## config.mk

```make
export PLATFORM = sky130hd
export DESIGN_NAME = bpfa_ctrl
export DESIGN_NICKNAME = d
export VERILOG_FILES = /design/src/rtl/bpfa_pkg.sv /design/src/rtl/bpfa_ctrl.sv
export VERILOG_INCLUDE_DIRS = /design/src /design/src/rtl
export SDC_FILE = /design/constraint.sdc
export NUM_CORES = 1
export LEC_CHECK = 0
export BUFFER_PORTS_ARGS = -buffer_cell sky130_fd_sc_hd__buf_2
export CORE_AREA = 3 3 40 42
export DETAILED_ROUTE_END_ITERATION = 8
export DIE_AREA = 0 0 43 45
export MAX_ROUTING_LAYER = met4
export PLACE_DENSITY = 0.48
export SKIP_CTS_REPAIR_TIMING = 1
export SLEW_MARGIN = 20
export SYNTH_ARGS = -nofsm -noshare
export SYNTH_HDL_FRONTEND = slang
export SYNTH_SLANG_ARGS = --single-unit
```

## constraint.sdc

```tcl
create_clock -name clk -period 1.06 [get_ports clk]
set_input_delay 0 -clock clk [delete_from_list [all_inputs] [get_ports clk]]
set_output_delay 0 -clock clk [all_outputs]
set_load 0.005 [all_outputs]
```

## src/rtl/assert_macros.svh

```systemverilog
// Assertion macros shared by the allocator modules.
`ifndef ASSERT_MACROS_SVH
`define ASSERT_MACROS_SVH

`ifndef SYNTH

`define ASSERT_CLK(lbl, clk, rst, prop, msg) \
  lbl: assert property (@(posedge clk) disable iff (rst) prop) else $error(msg);

`define ASSERT_NORST(lbl, clk, prop, msg) \
  lbl: assert property (@(posedge clk) prop) else $error(msg);

`else

`define ASSERT_CLK(lbl, clk, rst, prop, msg)

`define ASSERT_NORST(lbl, clk, prop, msg)

`endif

`endif

```

## src/rtl/bpfa_pkg.sv

```systemverilog
package bpfa_pkg;

  localparam int BITMAP_WORDS_DEF = 1024;
  localparam int FRAME_BYTES_DEF  = 4096;
  localparam int LARGE_BYTES_DEF  = 2097152;

  localparam int OP_W     = 3;
  localparam int ADDR_W   = 27;
  localparam int SIZE_W   = 28;
  localparam int USED_W   = 16;
  localparam int MAXB_W   = 16;
  localparam int WORD_W   = 32;
  localparam int LIM_W    = 17;

  localparam logic [USED_W-1:0] USED_RESET = 16'h8000;
  localparam logic [WORD_W-1:0] WORD_FULL  = 32'hffff_ffff;

  typedef enum logic [OP_W-1:0] {
    OP_ALLOC      = 3'd0,
    OP_FREE       = 3'd1,
    OP_FREE_LARGE = 3'd2,
    OP_MARK_USED  = 3'd3,
    OP_MARK_FREE  = 3'd4
  } op_t;

  typedef struct packed {
    logic clear;
    logic load;
    logic scan;
    logic run;
  } cmd_t;

  typedef struct packed {
    logic clr_last;
    logic scan_hit;
    logic scan_empty;
    logic run_idle;
  } stat_t;

endpackage

```

## src/rtl/bpfa_ctrl.sv

```systemverilog
`include "assert_macros.svh"

module bpfa_ctrl (
  input  logic                    clk,
  input  logic                    rst,
  input  logic                    start,
  input  logic [bpfa_pkg::OP_W-1:0] opcode,
  input  bpfa_pkg::stat_t         stat,
  output bpfa_pkg::cmd_t          cmd,
  output logic                    busy,
  output logic                    done
);

  typedef enum logic [1:0] {
    ST_CLEAR,
    ST_IDLE,
    ST_SCAN,
    ST_RUN
  } state_t;

  state_t state;

  always_ff @(posedge clk) begin
    if (rst) begin
      state <= ST_CLEAR;
      done  <= 1'b0;
    end else begin
      done <= 1'b0;
      case (state)
        ST_CLEAR: begin
          if (stat.clr_last) begin
            state <= ST_IDLE;
          end
        end
        ST_IDLE: begin
          if (start) begin
            case (bpfa_pkg::op_t'(opcode))
              bpfa_pkg::OP_ALLOC: begin
                state <= ST_SCAN;
              end
              bpfa_pkg::OP_FREE,
              bpfa_pkg::OP_FREE_LARGE,
              bpfa_pkg::OP_MARK_USED,
              bpfa_pkg::OP_MARK_FREE: begin
                state <= ST_RUN;
              end
              default: begin
                done <= 1'b1;
              end
            endcase
          end
        end
        ST_SCAN: begin
          if (stat.scan_hit || stat.scan_empty) begin
            state <= ST_IDLE;
            done  <= 1'b1;
          end
        end
        ST_RUN: begin
          if (stat.run_idle) begin
            state <= ST_IDLE;
            done  <= 1'b1;
          end
        end
        default: begin
          state <= ST_IDLE;
        end
      endcase
    end
  end

  always_comb begin
    cmd.clear = (state == ST_CLEAR);
    cmd.load  = (state == ST_IDLE) && start;
    cmd.scan  = (state == ST_SCAN);
    cmd.run   = (state == ST_RUN);
    busy      = (state != ST_IDLE);
  end

  `ASSERT_CLK(a_accept_leads_on, clk, rst, (start && !busy) |=> (busy || done), "accepted item neither busy nor done")
  `ASSERT_CLK(a_done_after_work, clk, rst, done |-> $past(state != ST_CLEAR), "result strobe during clearing pass")
  `ASSERT_NORST(a_reset_clears, clk, $past(rst) |-> (state == ST_CLEAR && !done), "reset did not start clearing pass")

endmodule

```

# --- Word-level counts from Yosys, hierarchy flattened ---
# Index checks and enable logic that the tools add are counted.
totals:
  regBits: 3
  latch_bits: 0
  ramBits: 0
  rom_bits: 0
  inputBits: 10
  out_inout_bits: 6
  mem_count: 0
op_classes:
  addsub: 0
  multipliers: 0
  div: 0
  magnitude_cmp: 0
  eq_ne: 13
  shifts: 0
  muxes: 11
  bitwise: 0
  n_reduce_logical: 7
ops:
  columns: ["op", "count"]
  rows:
  - ["2-to-1 mux 2 bit", 4]
  - ["case mux 2 bit (4 select lines)", 1]
  - ["== test 3 x 2 -> 1 bit (second input constant)", 2]
  - ["!= test 2 bit (second input constant)", 3]
  - ["AND reduction 5 bit", 1]
  - ["OR reduction 5 bit", 1]
  - ["== test 2 bit (second input constant)", 2]
  - ["2-to-1 mux 1 bit", 4]
  - ["!= test 2 x 1 -> 1 bit (second input constant)", 2]
  - ["case mux 2 bit (2 select lines)", 1]
  - ["OR reduction 4 bit", 1]
  - ["== test 3 x 1 -> 1 bit (second input constant)", 1]
  - ["== test 3 bit (second input constant)", 1]
  - ["logical NOT 3 bit", 1]
  - ["!= test 3 x 1 -> 1 bit (second input constant)", 1]
  - ["case mux 1 bit (3 select lines)", 1]
  - ["== test 2 x 1 -> 1 bit (second input constant)", 1]
  - ["logical NOT 2 bit", 1]
  - ["logical AND 1 bit", 1]
  - ["logical OR 1 bit", 1]

# --- Depth between registers and ports, before layout ---
# Gate-level depths: netlist of run 1.
depth:
  word_depth: 5
  depth_mapped: 4
  depth_no_buf: 4

# --- Worst setup path after synthesis of run 1 ---
# Ideal clock, no wire load.
synth_timing:
  path_type: "reg2reg"
  from: "register state[0]"
  to: "register done"
  setup_time_ns: 0.065
  arrival_ns: 0.820
  required_time_ns: 0.995
  setup_slack_ns: 0.175
  stages_incl_launch_ff: 4
  n_path_buf: 0
  period_less_slack_ns: 0.885
  path_cell_list: "dfxtp_1 nor2b_4 o32ai_1 nor2b_1"
synth_via:
  elab_chain_len: 2
synth_rtl:
  columns: ["element", "line_no", "text"]
  rows:
  - ["start, declared", "bpfa_ctrl.sv:21", "state_t state;"]
  - ["start signal, assigned", "bpfa_ctrl.sv:25", "state <= ST_CLEAR;"]
  - ["start signal, assigned", "bpfa_ctrl.sv:32", "state <= ST_IDLE;"]
  - ["start signal, assigned", "bpfa_ctrl.sv:39", "state <= ST_SCAN;"]
  - ["== test 2 bit / == test 2 x 1 -> 1 bit (equally long branches)", "bpfa_ctrl.sv:29", "case (state)"]
  - ["case mux 1 bit (3 select lines) (*)", "bpfa_ctrl.sv:29", null]
  - ["end signal, assigned", "bpfa_ctrl.sv:26", "done <= 1'b0;"]
  - ["end signal, assigned", "bpfa_ctrl.sv:28", "done <= 1'b0;"]
  - ["end signal, assigned", "bpfa_ctrl.sv:48", "done <= 1'b1;"]
  - ["end, declared", "bpfa_ctrl.sv:11", "output logic done"]
# Every way passes the cells marked *; elsewhere a longest branch is shown, timed or not.
# A chain may end at the register's enable or synchronous reset.

==> results.tsv, run 1 <==
metric	value	unit
final critical-path required period	0.994	ns
Setup violations, final	0	
cell taking the most area after synthesis	dfxtp_1	
Initial Utilization	13.7	%
Syn Area/Cell	7.35	um2
Netlist Area Pre-Place	176	um2
vias in the first global route	211	
Die Area	1940	um2
die height	45	um
worst-margin pin slew	0.223	ns
nets	56	
upper clock frequency limit	1010	MHz
Skew-Pair Late Insertion Delay	0.24	ns
HP Start	stat[3]	
Vias	227	
Req. time, crit path	1.06	ns
RSZ-0062 raised after global routing	false	
Setup Skew	0.00385	ns
Util after Layout	24.5	%
reg-to-reg startpoint	state[0]	
period utilisation layout	93.7	%
routed wire length	529	um
CTS buffer count	3	
#FFs+latches synth	3	
Unique masters post-synth	14	
status	completed	
Core Area	1280	um2
Die Width	43	um
H-Tree Depth	1	
Syn Nets	34	
largest net degree at the start of global routing	9	
CTS Sinks	3	
DRC errors left	0	
initial antenna violation count	0	
num rows	13	
TritonCTS clock tree	yes	
share of the synthesized area in the top cell type	34.0	%
Final Hold Viols	0	
final antenna-violating net count	0	
largest cells by area after synthesis	dfxtp_1 34%, a21oi_1 8.5%, nor2_1 8.5%	
Tot GR Track Use	6.26	%
Max Cap Viol	0	
First-pass DRT Iterations	2	
Ports	16	
RD Place Congestion	0.659	
1st-iter DRT viols	1	
gr ovfl total	0	
CP Launch Point	state[1]	
CP max FO	5	
leakage dissipation	0.160	nW
pwr dens	1270	nW/um2
layout cells sized above 1	51.1	%
Hold Path End	state[0]	
crit path DAT	0.99	ns
CP endpoint kind	primary output	
register area share after synthesis	34.0	%
max-slew violation count	0	
vias per inst	3.78	
IO buf count	15	
worst r2r path cells	3	
Mapped Cells	24	
Peak supply drop	498	uV
Antenna diodes	0	
Hold WC Path Type	in2reg	
YS warnings	0	
Layout area overhead	78.7	%
CP Class	reg2out	
WL/cell	8.82	um
Critical R2R Capture	done	
clk slew on worst S/H paths	0.04	ns
DP Wirelength	419	um
Worst R2R Setup Slack	0.10	ns
CTS Buffer Depth	2	
first-pass GRT wire length	807	um
TNS Setup	0	ns
Root Driver	clkbuf_4	
Hold Crit Depth	4	
slew margin rel.	85.0	%
CP startpoint kind	register	
## critical path, cell delays in order, from the launching register on
cell and delay, ns:
dfxtp_1 0.32, buf_4 0.15, and2_2 0.17, buf_2 0.12
## routing by layer
metal / vias to the layer above / share of wire (%) / GRT usage (%)
met5: - / 0 / -
met4: 0 / 0 / 5.42
li1: 124 / - / -
met3: 0 / 13 / 2.79
met2: 12 / 44 / 8.68
met1: 91 / 42 / 6.73
## Yosys cell counts, drive strengths merged
master and instances:
dfxtp 3, o32ai 1, nand3b 1, nor2b 2, inv 2, and2 1, nor2 4, o21a 1
nand2 2, nor3 2, o21ai 2, a21oi 3
## kinds of logic after synthesis
| group | Yosys count | synth area share (%) |
|---|---|---|
| simple gates | 12 | 38.3 |
| flops | 3 | 34.0 |
| compound gates | 7 | 23.4 |
| buf+inv | 2 | 4.25 |
## worst max-delay path by stage
stage                   to  slack (ns)  cells past startpoint
finish              cmd[0]        0.07                      3
global placement      done        0.09                      3
CTS                 cmd[2]        0.03                      3
global route          done        0.03                      3
detailed placement    done        0.08                      3
floorplan             done        0.17                      3
## metrics by stage
stage | instance area [um2] | std cells | power (mW) | hold WS [ns] | setup slack [ns]
3_5_place_dp | 278 | 55 | 0.196 | 0.196 | 0.0842
2_1_floorplan | 176 | 24 | 0.158 | 0.0691 | 0.175
6_report | 315 | 60 | 0.401 | 0.121 | 0.0665
4_1_cts | 304 | 59 | 0.406 | -0.0488 | 0.0349
3_3_place_gp | 278 | 55 | 0.197 | 0.195 | 0.0946
5_1_grt | 315 | 60 | 0.420 | 0.173 | 0.0278
## area by class of cell
cell class | count | area, um2
Fill cell | 155 | 970
Multi-Input combinational cell | 19 | 109
Timing Repair Buffer | 17 | 92.6
Sequential cell | 3 | 61.3
Clock buffer | 4 | 26.3
Tap cell | 15 | 18.8
Inverter | 2 | 7.51
## cell usage in the layout (no fill, tap or decap), drive strengths merged, types with 2 or more instances in the layout
master	synthesis	final
dfxtp	3	3
nor3	2	2
nor2	4	4
inv	2	2
buf	0	16
a21oi	3	3
nand2	2	2
nor2b	2	2
o21ai	2	2
clkbuf	0	4
## sequential cells by signal, summed over array words and instances (netlist names)
signal and count:
done 1, state 2
## power breakdown
group | switching (mW) | internal (mW)
clock network | 0.0626 | 0.141
registers | 0.00733 | 0.120
logic | 0.0296 | 0.0402
total | 0.0995 | 0.302
Power figures use the tool's default switching activity.
==> inputs of run 2 (changes only) <==
--- a/config.mk
+++ b/config.mk
@@ -12,6 +12,7 @@
 export DIE_AREA = 0 0 43 45
 export MAX_ROUTING_LAYER = met4
 export PLACE_DENSITY = 0.48
+export RECOVER_POWER = 50
 export SKIP_CTS_REPAIR_TIMING = 1
 export SLEW_MARGIN = 20
 export SYNTH_ARGS = -nofsm -noshare
==> run 2 against run 1 <==
Global-route usage is the same. Via count did not move. Power about the same. Largest cell class unchanged. Sequential power barely moved. Clock power about the same. Hold slack stayed put. Setup slack barely moved. Flip-flop and latch count unchanged. Critical path type unchanged. Critical path depth is the same. First-iteration DRC count did not move.
==> results.tsv, run 2 (synthesis results as in run 1) <==
metric	value	unit
Overall Power	0.401	mW
vias in the first global route	211	
RD Place Congestion	0.659	
crit path DAT	0.99	ns
DRC errors left	0	
Ports	16	
initial antenna violation count	0	
TritonCTS clock tree	yes	
first-pass GRT wire length	807	um
Initial Utilization	13.7	%
WL/cell	8.82	um
most frequent cells in the layout	13 x buf_2, 4 x nor2_1, 3 x a21oi_1, 3 x clkbuf_4	
Req. time, crit path	1.06	ns
Most flops, register	state	
CTS Buffer Depth	2	
status	completed	
Placement Setup Slack	0.0842	ns
Setup violations, final	0	
Largest stage delay, worst path	0.32	ns
delay-heaviest family, CP	flip-flops	
clk slew on worst S/H paths	0.04	ns
final setup margin	0.0665	ns
most common cell after layout, fill and taps aside	buf_2	
slew margin rel.	85.0	%
worst hold slack	0.121	ns
CP Class	reg2out	
upper clock frequency limit	1010	MHz
Skew-Pair Late Insertion Delay	0.24	ns
pwr dens	1270	nW/um2
TNS Setup	0	ns
Setup Skew	0.00385	ns
Max Cap Viol	0	
vias per inst	3.78	
DP Wirelength	419	um
First-pass DRT Iterations	2	
Vias	227	
largest net degree at the start of global routing	9	
Layout area overhead	78.7	%
Peak supply drop	498	uV
Layout Cells excl Fill	60	
Antenna diodes	0	
CTS buffer count	3	
Util after Layout	24.5	%
reg-to-reg startpoint	state[0]	
final antenna-violating net count	0	
FILL cells	155	
buffer and inverter count on the worst path	2	
Hold WC Path Type	in2reg	
final critical-path required period	0.994	ns
Die Width	43	um
1st-iter DRT viols	1	
CP startpoint kind	register	
Tot GR Track Use	6.26	%
worst-margin pin slew	0.223	ns
Placed Area	278	um2
layout cells sized above 1	51.1	%
die height	45	um
max reg flops	2	
gr ovfl total	0	
leakage dissipation	0.159	nW
period utilisation layout	93.7	%
Die Area	1940	um2
Core Area	1280	um2
RSZ-0062 raised after global routing	false	
CP max stage cell	dfxtp_1	
Final Hold Viols	0	
CP max FO	5	
routed wire length	529	um
final instance area	315	um2
max-slew violation count	0	
Root Driver	clkbuf_4	
leading registers by flop count	state: 2 flops, done: 1 flops	
HP Start	stat[3]	
num rows	13	
IO buf count	15	
Inst Count DP	55	
nets	56	
H-Tree Depth	1	
CP Launch Point	state[1]	
CP Cell Sequence	buf_4, and2_2, buf_2	
CP endpoint kind	primary output	
CTS Sinks	3	
-- run 2: layer usage --
metal  share of wire [%]  GRT usage [%]
met3                  13           2.79
met1                  42           6.73
met5                   0              -
met4                   0           5.42
met2                  44           8.68
-- run 2: final timing paths --
check / cells after the start / slack (ns) / endpoint
worst max-delay path: 3 / 0.07 / cmd[0]
worst min-delay path: 4 / 0.12 / state[0]
worst max register to register: 3 / 0.10 / done
worst min register to register: 1 / 0.54 / state[0]
-- run 2: final cells by class --
cell class | instances | area, um2 | area share, %
Clock buffer | 4 | 26.3 | 8.33
Inverter | 2 | 7.51 | 2.38
Multi-Input combinational cell | 19 | 109 | 34.5
Sequential cell | 3 | 61.3 | 19.4
Tap cell | 15 | 18.8 | 5.95
Timing Repair Buffer | 17 | 92.6 | 29.4
-- run 2: where the power goes --
group | switching, mW | internal (mW)
Combinational | 0.0298 | 0.0402
Sequential | 0.00733 | 0.120
Clock | 0.0626 | 0.141
-- run 2: worst reg2reg max path, cell delays in order (launching register included) --
cell	delay, ns
dfxtp_2	0.34
nor2b_4	0.13
o32ai_1	0.25
nor2b_1	0.17
==> inputs of run 3 (changes only) <==
--- a/config.mk
+++ b/config.mk
@@ -6,12 +6,13 @@
 export SDC_FILE = /design/constraint.sdc
 export NUM_CORES = 1
 export LEC_CHECK = 0
+export ABC_AREA = 1
 export BUFFER_PORTS_ARGS = -buffer_cell sky130_fd_sc_hd__buf_2
-export CORE_AREA = 3 3 40 42
+export CORE_AREA = 8 8 45 47
 export DETAILED_ROUTE_END_ITERATION = 8
-export DIE_AREA = 0 0 43 45
+export DIE_AREA = 0 0 53 55
 export MAX_ROUTING_LAYER = met4
-export PLACE_DENSITY = 0.48
+export PLACE_DENSITY = 0.52
 export RECOVER_POWER = 50
 export SKIP_CTS_REPAIR_TIMING = 1
 export SLEW_MARGIN = 20
==> run 3 against run 2 <==
Count of clock-buffer cells in the layout is the same. Via count rose by 34%. Area after synthesis rose by 31%. First-iteration DRC count rose by 100%. Largest power group unchanged.
==> results.tsv, run 3 <==
metric	value	unit
Peak supply drop	308	uV
Root Driver	clkbuf_4	
worst-margin pin slew	0.210	ns
TNS Setup	0	ns
routed wire length	626	um
Ports	16	
vias per inst	3.80	
Mapped Cells	44	
cell taking the most area after synthesis	dfxtp_1	
leakage dissipation	0.215	nW
largest net degree at the start of global routing	7	
storage element area	65.1	um2
Syn Area/Cell	5.26	um2
CP startpoint kind	register	
period utilisation layout	88.5	%
Antenna diodes	0	
CP Launch Point	state[0]	
most common cell after layout, fill and taps aside	buf_2	
Req. time, crit path	1.18	ns
Hold WC Path Type	in2reg	
vias in the first global route	310	
slew margin rel.	85.9	%
Setup Skew	0.000742	ns
CP Class	reg2reg	
nets	75	
final antenna-violating net count	0	
first-pass GRT wire length	1090	um
most frequent cells in the layout	13 x buf_2, 12 x nand2_1, 9 x inv_1, 9 x nor2_1	
YS warnings	0	
share of the synthesized area in the top cell type	25.9	%
num rows	14	
Commonest cells post-synth	12 x nand2_1, 9 x inv_1, 9 x nor2_1, 3 x dfxtp_1, 2 x nor3_1	
upper clock frequency limit	1070	MHz
Setup violations, final	0	
CTS Buffer Depth	2	
initial antenna violation count	0	
status	completed	
Skew-Pair Late Insertion Delay	0.23	ns
CP endpoint kind	register	
DRC errors left	0	
max reg flops	2	
worst r2r path cells	7	
Main synth FF type	dfxtp_1	
Worst R2R Setup Slack	0.12	ns
final critical-path required period	0.939	ns
reg-to-reg startpoint	state[0]	
final setup margin	0.121	ns
cell count along the critical path	7	
FILL cells	165	
clk slew on worst S/H paths	0.03	ns
register area share after synthesis	25.9	%
Die Width	53	um
multi-input logic area	134	um2
pwr dens	1350	nW/um2
layout cells sized above 1	32.8	%
Syn Nets	54	
Layout Cells excl Fill	80	
Util after Layout	26.4	%
gr ovfl total	0	
Max Cap Viol	0	
CTS buffer count	3	
end of the critical path	state[0]	
CTS Sinks	3	
RSZ-0062 raised after global routing	false	
Overall Power	0.492	mW
Unique masters post-synth	14	
Largest stage delay, worst path	0.37	ns
#FFs+latches synth	3	
Layout area overhead	57.8	%
delay-heaviest family, CP	simple AND/OR/NAND/NOR gates	
Post-synth EDFFs	0	
Core Area	1380	um2
Netlist Area Pre-Place	231	um2
buffer and inverter count on the worst path	0	
leading registers by flop count	state: 2 flops, done: 1 flops	
Die Area	2920	um2
max-slew violation count	0	
Final Hold Viols	0	
First-pass DRT Iterations	2	
count leader, synth	nand2_1	
CP max stage cell	dfxtp_4	
Tot GR Track Use	5.12	%
WL/cell	7.83	um
H-Tree Depth	1	
CP max FO	6	
1st-iter DRT viols	2	
ys async rst share	0	%
Initial Utilization	16.7	%
largest cells by area after synthesis	dfxtp_1 26%, nand2_1 19%, inv_1 15%	
Most flops, register	state	
Inst Count DP	75	
TritonCTS clock tree	yes	
crit path DAT	1.06	ns
DP Wirelength	548	um
Vias	304	
Placement Setup Slack	0.0153	ns
RD Place Congestion	0.718	
Critical R2R Capture	state[0]	
IO buf count	15	
CP Cell Sequence	nor2_2, nand2_1, nand2_1, nor2_1, nand2_1, nor2_1, nor2_1	
die height	55	um
## run 3: power breakdown
group          internal, mW  switching (mW)  total (mW)
combinational        0.0663          0.0824       0.149
clock                 0.141          0.0538       0.195
sequential            0.131          0.0180       0.149
total                 0.338           0.154       0.492
## run 3: tightest hold or removal path, delay by kind of cell
family / cells / cell delay, ns
buf+inv: 1 / 0.09
simple gates: 4 / 0.20
## run 3: logic make-up after synthesis
| group | after synthesis | share of synthesized area [%] |
|---|---|---|
| and+or+nand+nor | 27 | 48.6 |
| DFF | 3 | 25.9 |
| AOI/OAI and AO/OA | 4 | 9.18 |
| buffers and inverters | 10 | 16.2 |
## run 3: worst min-delay path by stage
stage / end / slack [ns] / depth (start not counted) / startpoint
floorplan: done / 0.07 / 1 / rst
global placement: done / 0.18 / 2 / rst
detailed placement: done / 0.18 / 2 / rst
CTS: done / -0.06 / 2 / rst
global route: state[0] / 0.11 / 5 / opcode[0]
finish: state[0] / 0.09 / 5 / opcode[0]
## run 3: layer usage
metal  global-route usage, %  vias up  routed length, um
met4                    3.88        0                  0
li1                        -      172                  -
met2                    7.42       13                247
met1                    5.30      119                316
met5                       -        -                  0
met3                    2.41        0                 62
## run 3: per-stage QoR
stage,hold slack (ns),cell area (um2)
2_1_floorplan,0.0724,231
3_3_place_gp,0.182,327
3_5_place_dp,0.181,327
4_1_cts,-0.0645,353
5_1_grt,0.112,365
6_report,0.0909,365
## run 3: area by class of cell
class | count | area share [%]
Inverter | 10 | 10.3
Tap cell | 16 | 5.48
Sequential cell | 3 | 17.8
Timing Repair Buffer | 16 | 22.6
Multi-Input combinational cell | 31 | 36.6
Clock buffer | 4 | 7.19
